### src/rtl/ptbl_pkg.sv
// ----------------------------------------------------------------------------
// ptbl_pkg
// Shared types and constants for the per-client token bucket limiter.
// ----------------------------------------------------------------------------
package ptbl_pkg;

  localparam int NUM_CLIENTS = 64;
  localparam int SLOT_W      = 6;
  localparam int TIME_W      = 48;
  localparam int TOKEN_W     = 20;
  localparam int PERIOD_W    = 16;
  localparam int BURST_W     = 4;
  localparam int ADDR_W      = $clog2(NUM_CLIENTS);

  localparam int CFG_INDEX_W = 1;
  localparam int CFG_DATA_W  = 16;

  localparam logic [CFG_INDEX_W-1:0] CFG_REFILL_PERIOD = 1'b0;
  localparam logic [CFG_INDEX_W-1:0] CFG_BURST_TOKENS  = 1'b1;

  localparam logic [PERIOD_W-1:0] PERIOD_RESET = 16'd5000;
  localparam logic [BURST_W-1:0]  BURST_RESET  = 4'd3;

  typedef struct packed {
    logic [SLOT_W-1:0] client_slot;
    logic [TIME_W-1:0] now_ms;
  } req_t;

  typedef struct packed {
    logic               allowed;
    logic [TOKEN_W-1:0] tokens_left;
  } rsp_t;

  typedef struct packed {
    logic [TOKEN_W-1:0] tokens;
    logic [TIME_W-1:0]  last_refill;
  } bucket_t;

  typedef struct packed {
    logic              en;
    logic [ADDR_W-1:0] addr;
    bucket_t           data;
  } bucket_wr_t;

  typedef enum logic [1:0] {
    S_IDLE,
    S_READ,
    S_CALC,
    S_DONE
  } state_t;

endpackage

### src/rtl/ptbl_bucket_store.sv
// ----------------------------------------------------------------------------
// ptbl_bucket_store
// Bucket table: one synchronous read port, one write port, per-entry valid
// bits so that an entry never written reads as an empty, unused bucket.
// ----------------------------------------------------------------------------
module ptbl_bucket_store (
  input  logic                          clk,
  input  logic                          rst,
  input  logic                          rd_en,
  input  logic [ptbl_pkg::ADDR_W-1:0]   rd_addr,
  output ptbl_pkg::bucket_t             rd_bucket,
  input  ptbl_pkg::bucket_wr_t          wr
);
  import ptbl_pkg::*;

  bucket_t                mem [NUM_CLIENTS];
  logic [NUM_CLIENTS-1:0] entry_valid;
  bucket_t                rd_raw;
  logic                   rd_hit;

  always_ff @(posedge clk) begin
    if (wr.en) begin
      mem[wr.addr] <= wr.data;
    end
    if (rd_en) begin
      rd_raw <= mem[rd_addr];
    end
  end

  always_ff @(posedge clk) begin
    if (rst) begin
      entry_valid <= '0;
      rd_hit      <= 1'b0;
    end else begin
      if (wr.en) begin
        entry_valid[wr.addr] <= 1'b1;
      end
      if (rd_en) begin
        rd_hit <= entry_valid[rd_addr];
      end
    end
  end

  assign rd_bucket = rd_hit ? rd_raw : '0;

endmodule

### src/rtl/per_client_token_bucket_limiter.sv
// ----------------------------------------------------------------------------
// per_client_token_bucket_limiter
// Token bucket per client slot, kept in a table and updated by
// read-modify-write for each request.
// The response is registered once the done state finds the output free.
// Requests are stalled outside idle: each one is read, computed in two steps
// and its bucket table entry written back before the next request is taken.
// Reset: table valid bits clear at once (every bucket reads as unused),
// refill period 5000, burst 3; no clearing pass.
// ----------------------------------------------------------------------------
module per_client_token_bucket_limiter (
  input  logic                              clk,
  input  logic                              rst,
  input  logic                              cfg_we,
  input  logic [ptbl_pkg::CFG_INDEX_W-1:0]  cfg_index,
  input  logic [ptbl_pkg::CFG_DATA_W-1:0]   cfg_data,
  input  logic                              req_valid,
  output logic                              req_stall,
  input  ptbl_pkg::req_t                    req,
  output logic                              rsp_valid,
  input  logic                              rsp_stall,
  output ptbl_pkg::rsp_t                    rsp
);
  import ptbl_pkg::*;

  logic [PERIOD_W-1:0] refill_period_ms;
  logic [BURST_W-1:0]  burst_tokens;
  logic [PERIOD_W-1:0] unit;
  logic [TOKEN_W-1:0]  cap;

  state_t state;
  state_t state_next;

  logic                req_accept;
  logic                rsp_free;
  logic                rd_en;
  logic                finish;
  bucket_t             rd_bucket;
  bucket_wr_t          wr;

  logic [ADDR_W-1:0]   addr_q;
  logic                in_range_q;
  logic [TIME_W-1:0]   now_q;
  logic                fresh_q;
  logic                later_q;
  logic [TIME_W-1:0]   delta_q;
  logic [TOKEN_W-1:0]  tok_q;
  logic [TIME_W-1:0]   last_q;
  logic [TOKEN_W-1:0]  refill_q;

  logic                fresh;
  logic                later;
  logic [TIME_W:0]     sum;
  logic [TOKEN_W-1:0]  clamped;
  logic [TOKEN_W-1:0]  refill;
  logic                allow;
  logic [TOKEN_W-1:0]  left;

  // configuration
  always_ff @(posedge clk) begin
    if (rst) begin
      refill_period_ms <= PERIOD_RESET;
      burst_tokens     <= BURST_RESET;
    end else if (cfg_we) begin
      case (cfg_index)
        CFG_REFILL_PERIOD: refill_period_ms <= cfg_data;
        CFG_BURST_TOKENS:  burst_tokens     <= cfg_data[BURST_W-1:0];
        default: ;
      endcase
    end
  end

  assign unit = (refill_period_ms == '0) ? PERIOD_W'(1) : refill_period_ms;
  assign cap  = TOKEN_W'({4'b0, unit} * {16'b0, burst_tokens});

  // control
  assign req_accept = req_valid && !req_stall;
  assign rsp_free   = !rsp_valid || !rsp_stall;

  always_ff @(posedge clk) begin
    if (rst) begin
      state <= S_IDLE;
    end else begin
      state <= state_next;
    end
  end

  always_comb begin
    state_next = state;
    case (state)
      S_IDLE: if (req_valid) state_next = S_READ;
      S_READ: state_next = S_CALC;
      S_CALC: state_next = S_DONE;
      S_DONE: if (rsp_free) state_next = S_IDLE;
      default: state_next = S_IDLE;
    endcase
  end

  always_comb begin
    req_stall = 1'b1;
    rd_en     = 1'b0;
    finish    = 1'b0;
    case (state)
      S_IDLE: begin
        req_stall = 1'b0;
        rd_en     = req_valid;
      end
      S_DONE: finish = rsp_free;
      default: ;
    endcase
  end

  ptbl_bucket_store u_store (
    .clk       (clk),
    .rst       (rst),
    .rd_en     (rd_en),
    .rd_addr   (req.client_slot[ADDR_W-1:0]),
    .rd_bucket (rd_bucket),
    .wr        (wr)
  );

  // request capture
  always_ff @(posedge clk) begin
    if (req_accept) begin
      addr_q     <= req.client_slot[ADDR_W-1:0];
      in_range_q <= (int'(req.client_slot) < NUM_CLIENTS);
      now_q      <= req.now_ms;
    end
  end

  // step 1: compare times
  assign fresh = (rd_bucket.last_refill == '0);
  assign later = (now_q > rd_bucket.last_refill);

  always_ff @(posedge clk) begin
    if (state == S_READ) begin
      fresh_q <= fresh;
      later_q <= later;
      delta_q <= now_q - rd_bucket.last_refill;
      tok_q   <= rd_bucket.tokens;
      last_q  <= (fresh || later) ? now_q : rd_bucket.last_refill;
    end
  end

  // step 2: refill and cap
  assign sum     = {{(TIME_W + 1 - TOKEN_W){1'b0}}, tok_q} + {1'b0, delta_q};
  assign clamped = (sum < {{(TIME_W + 1 - TOKEN_W){1'b0}}, cap}) ?
                   sum[TOKEN_W-1:0] : cap;

  always_comb begin
    if (fresh_q) begin
      refill = cap;
    end else if (later_q) begin
      refill = clamped;
    end else begin
      refill = tok_q;
    end
  end

  always_ff @(posedge clk) begin
    if (state == S_CALC) begin
      refill_q <= refill;
    end
  end

  // step 3: take a token, write back
  assign allow = (refill_q >= {4'b0, unit});
  assign left  = allow ? (refill_q - {4'b0, unit}) : refill_q;

  assign wr.en               = finish && in_range_q;
  assign wr.addr             = addr_q;
  assign wr.data.tokens      = left;
  assign wr.data.last_refill = last_q;

  // result register
  always_ff @(posedge clk) begin
    if (rst) begin
      rsp_valid <= 1'b0;
    end else if (finish) begin
      rsp_valid <= 1'b1;
    end else if (rsp_valid && !rsp_stall) begin
      rsp_valid <= 1'b0;
    end
  end

  always_ff @(posedge clk) begin
    if (finish) begin
      rsp.allowed     <= in_range_q && allow;
      rsp.tokens_left <= in_range_q ? left : '0;
    end
  end

endmodule
### config.mk
export PLATFORM = sky130hd
export DESIGN_NAME = per_client_token_bucket_limiter
export DESIGN_NICKNAME = d
export VERILOG_FILES = /design/src/rtl/ptbl_pkg.sv /design/src/rtl/ptbl_bucket_store.sv /design/src/rtl/per_client_token_bucket_limiter.sv
export SDC_FILE = /design/constraint.sdc
export NUM_CORES = 2
export LEC_CHECK = 0
export BUFFER_PORTS_ARGS = -buffer_cell sky130_fd_sc_hd__buf_2
export CELL_PAD_IN_SITES_DETAIL_PLACEMENT = 1
export CELL_PAD_IN_SITES_GLOBAL_PLACEMENT = 1
export CORE_UTILIZATION = 51
export CTS_CLUSTER_DIAMETER = 120
export CTS_CLUSTER_SIZE = 8
export DETAILED_ROUTE_END_ITERATION = 10
export PLACE_DENSITY_LB_ADDON = 0.1
export SYNTH_ARGS = -nofsm -noshare
export SYNTH_HDL_FRONTEND = slang
export SYNTH_MEMORY_MAX_BITS = 65536
export SYNTH_SLANG_ARGS = --single-unit
### constraint.sdc
create_clock -name clk -period 7.32 [get_ports clk]
set_input_delay 0.366 -clock clk [delete_from_list [all_inputs] [get_ports clk]]
set_output_delay 0.366 -clock clk [all_outputs]
set_load 0.02 [all_outputs]
# Word level (Yosys, flattened, before mapping)
# Memories as Yosys holds them, arrays and structs flattened. A register that Yosys moved wholly into a read port is not among the register bits.
# Cells that the tools add are included.
[op_classes]
n_bitwise = 2
n_reduce_logical = 14
magnitude_cmp = 6
muxes = 21
n_eq_ne = 5
add_sub_neg = 3
n_mul = 1
[op_table]
columns = ["op", "count"]
rows = [
  ["two-way mux 48 bit", 2],
  ["two-way mux 20 bit", 4],
  ["OR 64 bit", 1],
  ["adder 20 x 48 -> 49 bit", 1],
  ["< comparator 49 x 20 -> 1 bit", 1],
  ["> comparator 48 bit", 1],
  ["logical NOT 48 bit", 1],
  ["subtractor 48 bit", 1],
  ["greater-or-equal comparator 20 x 16 -> 1 bit", 1],
  ["multiplier 16 x 4 -> 20 bit", 1],
  ["subtractor 20 x 16 -> 20 bit", 1],
  ["logical NOT 16 bit", 1],
  ["two-way mux 16 bit", 1],
  ["< comparator 6 x 7 -> 1 bit (second input constant)", 2],
  ["two-way mux 1 bit", 9],
  ["case mux 2 bit (4 select lines)", 1],
  ["binary-select mux 1 bit (select 6 bit)", 1],
  ["demux 1 bit (select 6 bit)", 1],
  ["greater-or-equal comparator 6 x 1 -> 1 bit (second input constant)", 1],
  ["AND reduction 2 bit", 3],
  ["equality test 2 bit (second input constant)", 2],
  ["two-way mux 2 bit", 2],
  ["inequality test 2 bit (second input constant)", 2],
  ["logical AND 1 bit", 3],
  ["other kinds (6)", 8],
]
[totals]
n_memories = 1
elab_cells = 69
in_bits = 76
out_inout_bits = 23
ram_bits = 4352
regBits = 301
[mem_list]
columns = ["name", "words", "width", "read_ports", "rd_clocked_by_memory_dff", "wr", "line", "text"]
rows = [
  ["u_store.mem", 64, 68, 1, 1, 1, "ptbl_bucket_store.sv:16", "bucket_t mem [NUM_CLIENTS];"],
]

# Depth between registers and ports, before layout
[logic_depth]
depth_word = 7
ltp_mapped = 31
ltp_nobuf = 30

# Modules after synthesis
# Synthesis repeated with hierarchy kept, for this count alone.
[unflattened]
cells_unflattened = 8347
hier_area_um2 = 185674.3
[modules_own_cells]
columns = ["module", "cells_per_inst", "seq_area_each_um2", "instances", "area_each_um2"]
rows = [
  ["ptbl_bucket_store", 6740, 134028.5, 1, 169297.4],
  ["per_client_token_bucket_limiter", 1607, 6856.6, 1, 16377.0],
]

# Worst setup path after synthesis
# OpenSTA, ideal clock, no wires.
[synth_timing]
path_kind = "flip-flop to flip-flop"
from = "reg refill_period_ms[7]"
to = "reg refill_q[1], data pin"
required_ps = 7059
stages_incl_launch_ff = 31
arrival_time_ps = 6602
path_buffers = 1
synth_period_minus_slack_ps = 6863
setup_ps = 261
setup_slack_ps = 457
cell_sequence = "dfxtp_1 or4_1 nor4_1 a31o_2 nand2_1 fa_1 fa_1 inv_1 ha_1 nor2b_1 o21ai_0 a21boi_0 o21ai_0 a21oi_1 a311o_1 a31oi_1 o21ai_0 xnor2_1 ha_1 o21a_1 o21ai_0 or3_1 a211oi_1 a2111oi_0 a41o_1 or3_1 nor4bb_1 nand3_2 buf_2 nor2_1 a311o_1"
[synth_via]
elab_chain_len = 7
[synth_rtl]
columns = ["element", "line", "text"]
rows = [
  ["start, declared", "per_client_token_bucket_limiter.sv:26", "logic [PERIOD_W-1:0] refill_period_ms;"],
  ["start signal, assigned", "per_client_token_bucket_limiter.sv:66", "CFG_REFILL_PERIOD: refill_period_ms <= cfg_data;"],
  ["logical NOT 16 bit", "per_client_token_bucket_limiter.sv:73", "assign unit = (refill_period_ms == '0) ? PERIOD_W'(1) : refill_period_ms;"],
  ["two-way mux 16 bit *", "per_client_token_bucket_limiter.sv:73", ""],
  ["multiplier 16 x 4 -> 20 bit *", "per_client_token_bucket_limiter.sv:74", "assign cap = TOKEN_W'({4'b0, unit} * {16'b0, burst_tokens});"],
  ["< comparator 49 x 20 -> 1 bit", "per_client_token_bucket_limiter.sv:147", "assign clamped = (sum < {{(TIME_W + 1 - TOKEN_W){1'b0}}, cap}) ?"],
  ["two-way mux 20 bit", "per_client_token_bucket_limiter.sv:147", ""],
  ["two-way mux 20 bit", "per_client_token_bucket_limiter.sv:153", "end else if (later_q) begin"],
  ["two-way mux 20 bit *", "per_client_token_bucket_limiter.sv:151", "if (fresh_q) begin"],
  ["named net refill[1]", "per_client_token_bucket_limiter.sv:55", "logic [TOKEN_W-1:0] refill;"],
  ["end signal, assigned", "per_client_token_bucket_limiter.sv:162", "refill_q <= refill;"],
  ["end, declared", "per_client_token_bucket_limiter.sv:49", "logic [TOKEN_W-1:0] refill_q;"],
]
# Mark *: on every way through the listed nets, which the timed path passes. The rest lies on a longest branch.
# A chain may end at the register's enable or synchronous reset.

# Final worst setup path
[layout_timing]
from = "reg refill_period_ms[9]"
to = "reg refill_q[2], data pin"
# The elaborated chain is that of the path after synthesis.

==> impl_metrics.csv <==
group,metric,value,unit
synthesis,synthFlopType,"edfxtp_1",
grt,grtUsageTotal,31.38,%
setup_path,critPathCaptureType,"register",
synthesis,synth-seq-area-share,75.82,%
setup_path,path_buf_inv,5,
die,die_y,605.6,um
synthesis,synth_edf_count,4633,
timing,hold_violations,2,
clocking,ctsLongestPathBuffers,4,
flow_run,maxCapViolCount,0,
synthesis,yosysWarningCount,0,
timing,relSlewSlack,13.87,%
synthesis,yosys.area.top_type,"edfxtp_1",
placement,dp_cells,13080,
min_path,hp-class,"input pin to register",
setup_path,crit_cells,31,
drt,vias_per_cell,6.798,
power,power,68.98,mW
die,ios,99,
drt,dr.pass1.iters,7,
synthesis,avgSynthCellArea,22.61,um^2
final_layout,layout-drive-gt1-share,30.60,%
power,power.leakage,68.10,nW
power,powerDensity,321.9,mW/mm^2
synthesis,synthCells,8218,
timing,worst_slew_pin_slew,1.292,ns
clocking,cts_tree,"built",
grt,grt_pass1_vias,97640,
placement,io_buffers,98,
clocking,clkSinkCount,4721,
timing,period_share,98.88,%
clocking,clkTransAtPathRegs,0.05,ns
setup_path,crit_path_start_kind,"register",
placement,routabilityCongestion,0.8632,
final_layout,fin_util,59.11,%
timing,worst_slack,0.08196,ns
timing,rsz0062_at_grt,"true",
clocking,root_buffer,"clkbuf_16",
drt,wl_per_cell,41.02,um
setup_path,crit_start,"refill_period_ms[9]$_SDFFE_PP1P_",
die,dieWidth,605.6,um
die,start_util,51.26,%
setup_path,crit_end,"refill_q[2]$_DFFE_PP_",
run_status,violations,"hold timing",
grt,grt_max_degree,118,
setup_path,rrSetupSlack,0.08,ns
synthesis,synth_area_leaders,"edfxtp_1 (75%), mux4_2 (18%), dfxtp_1 (0.95%)",
timing,hold_ws,-0.004991,ns
synthesis,synth_commonest_cells,"edfxtp_1 (4633), mux4_2 (1449), clkbuf_1 (281)",
die,die_area,0.3667,mm^2
timing,finalSetupTns,0,ns
setup_path,crit_fanout,8,
final_layout,finalNonFillerCells,13980,
die,num_rows,221,
final_layout,fin_nets,9296,
drt,drtIter0Drc,13040,
setup_path,r2r_start,"refill_period_ms[9]$_SDFFE_PP1P_",
clocking,clock_latency,1.07,ns
final_layout,areaGrowthSynthToFinish,15.33,%
placement,place_hpwl,304400,um
setup_path,cp_data_required_time,8.06,ns
setup_path,cp.arrival,7.98,ns
clocking,htreeDepth,6,
placement,post-place-ws,-0.5978,ns
drt,num_vias,95060,
timing,clock.fmax,138.2,MHz
die,core,0.3625,mm^2
synthesis,ys_seq_elements,4721,
setup_path,cp_common_cell,"fa_2",
timing,clock_skew,0.07215,ns
synthesis,postSynth.asyncResetShare,0,%
timing,drv_slew,0,
grt,grt_pass1_wl,786600,um
timing,finalSetupViolations,0,
synthesis,syn_area,0.1858,mm^2
timing,min_period,7.238,ns
setup_path,criticalPathCategory,"register to register",
grt,grt_antenna_before_repair,24,
synthesis,yosysUniqueCellTypes,79,
grt,gr-total-overflow,0,
setup_path,critical-path-max-stage-delay,0.55,ns
drt,postRouteAntennaNets,0,
power,peakVddDrop,0.2686,mV
setup_path,cpLargestDelayFamily,"simple AND/OR/NAND/NOR gates",
synthesis,yosys.area.top_type_share,74.88,%
clocking,cts_buffers,660,
synthesis,synth.most_common_cell,"edfxtp_1",
run_status,status,"finished with violations",
drt,routed_wl,573700,um
synthesis,syn_nets,8457,
setup_path,cp_slowest_cell,"or4_4",
drt,drc,0,
setup_path,reg2reg_depth,31,
setup_path,r2r-end,"refill_q[2]$_DFFE_PP_",
[worst min-delay path by stage]
stage | endpoint | slack, ns | cells past startpoint | startpoint
6_report | u_store.entry_valid[58]$_SDFFE_PP0P_ | -0.005 | 3 | rst
3_3_place_gp | u_store.entry_valid[13]$_SDFFE_PP0P_ | 0.44 | 2 | u_store.entry_valid[13]$_SDFFE_PP0P_
5_1_grt | u_store.entry_valid[58]$_SDFFE_PP0P_ | 0.04 | 3 | rst
2_1_floorplan | u_store.entry_valid[10]$_SDFFE_PP0P_ | 0.43 | 2 | u_store.entry_valid[10]$_SDFFE_PP0P_
4_1_cts | u_store.entry_valid[46]$_SDFFE_PP0P_ | 0.008 | 3 | rst
3_5_place_dp | u_store.entry_valid[18]$_SDFFE_PP0P_ | 0.46 | 2 | u_store.entry_valid[18]$_SDFFE_PP0P_
[routing by layer]
metal | global-route usage, % | wire, um | vias to the layer above
met2 | 49.63 | 273100 | 5268
li1 | - | - | 36230
met5 | 0 | 68 | -
met3 | 5.355 | 48970 | 994
met1 | 44.53 | 229000 | 52570
met4 | 11.41 | 22510 | 10
[worst register-to-register path, delay by kind of cell (launching register included)]
family | cells | cell delay (ns)
fa+ha+maj | 4 | 1.65
simple gates | 11 | 2.18
buf+inv | 5 | 0.70
flops | 1 | 0.32
compound gates | 11 | 2.12
[cell families (layout without fill, tap and decap cells)]
kind of cell / Yosys count / after routing / share of synthesized area, %
XOR/XNOR: 88 / 88 / 0.4148
AO/OA/AOI/OAI: 404 / 404 / 1.506
adder cells (fa/ha/maj): 163 / 163 / 1.223
buffers and inverters: 566 / 1529 / 1.155
multiplexers: 1521 / 1521 / 17.96
other: 0 / 9 / 0
flip-flops: 4721 / 4721 / 75.82
AND/OR/NAND/NOR: 755 / 755 / 1.915
[area by class of cell]
class / count / area (um^2)
inverter: 180 / 675.6
sequential: 4721 / 140900
clock buffer: 732 / 16910
fill: 29280 / 148200
multi-input combinational: 2931 / 43700
clock inverter: 54 / 1134
timing repair buffer: 563 / 4955
tap: 4794 / 5998
antenna: 9 / 22.52
[registers in the layout, indices dropped and copies added, names as in the netlist, 4 cells and up]
| register | flops |
|---|---|
| addr_q | 6 |
| u_store.rd_raw | 68 |
| u_store.mem | 4352 |
| refill_q | 20 |
| rsp | 21 |
| u_store.entry_valid | 64 |
| tok_q | 20 |
| delta_q | 48 |
| last_q | 48 |
| refill_period_ms | 16 |
| burst_tokens | 4 |
| now_q | 48 |
[cell usage in the layout, fill, tap and decap left out, types with 17 or more instances in the layout]
| cell | instances |
|---|---|
| o21a_1 | 17 |
| mux2i_1 | 61 |
| clkbuf_1 | 66 |
| and2_1 | 79 |
| nor2b_1 | 19 |
| nor3_1 | 30 |
| dfxtp_1 | 85 |
| a21oi_1 | 88 |
| nor2_4 | 64 |
| nand2_1 | 197 |
| clkbuf_16 | 666 |
| buf_12 | 56 |
| nor2_1 | 200 |
| o21bai_1 | 18 |
| ha_1 | 126 |
| o21ai_0 | 61 |
| mux4_2 | 1449 |
| nand4_1 | 26 |
| buf_4 | 321 |
| dlygate4sd3_1 | 87 |
| clkinv_16 | 21 |
| buf_2 | 92 |
| nand3_1 | 41 |
| inv_1 | 180 |
| edfxtp_1 | 4633 |
| fa_1 | 28 |
| a21o_1 | 32 |
| xnor2_1 | 59 |
| xor2_1 | 24 |
[stage by stage]
step	hold WS [ns]	instance area (um^2)
4_1_cts	0.007508	214100
3_5_place_dp	0.4593	195000
3_3_place_gp	0.4436	195000
2_1_floorplan	0.4348	185800
5_1_grt	0.04398	214300
6_report	-0.004991	214300
[where the power goes]
part	total, mW	switching, mW	internal, mW
Sequential	33.5	0.474	33.1
Combinational	8.06	5.68	2.38
Clock	27.4	11.2	16.2
Total	69.0	17.3	51.6
[timing repair]
item | CTS | global route
hold buffers | 87 | 0
pin swaps | 31 | 31
setup endpoints to repair | 20 | 20
setup buffers | 13 | 8
hold endpoints to repair | 71 | 0
cloned | 0 | 0
resized for setup | 32 | 18
(Power assumes the default switching activity.)
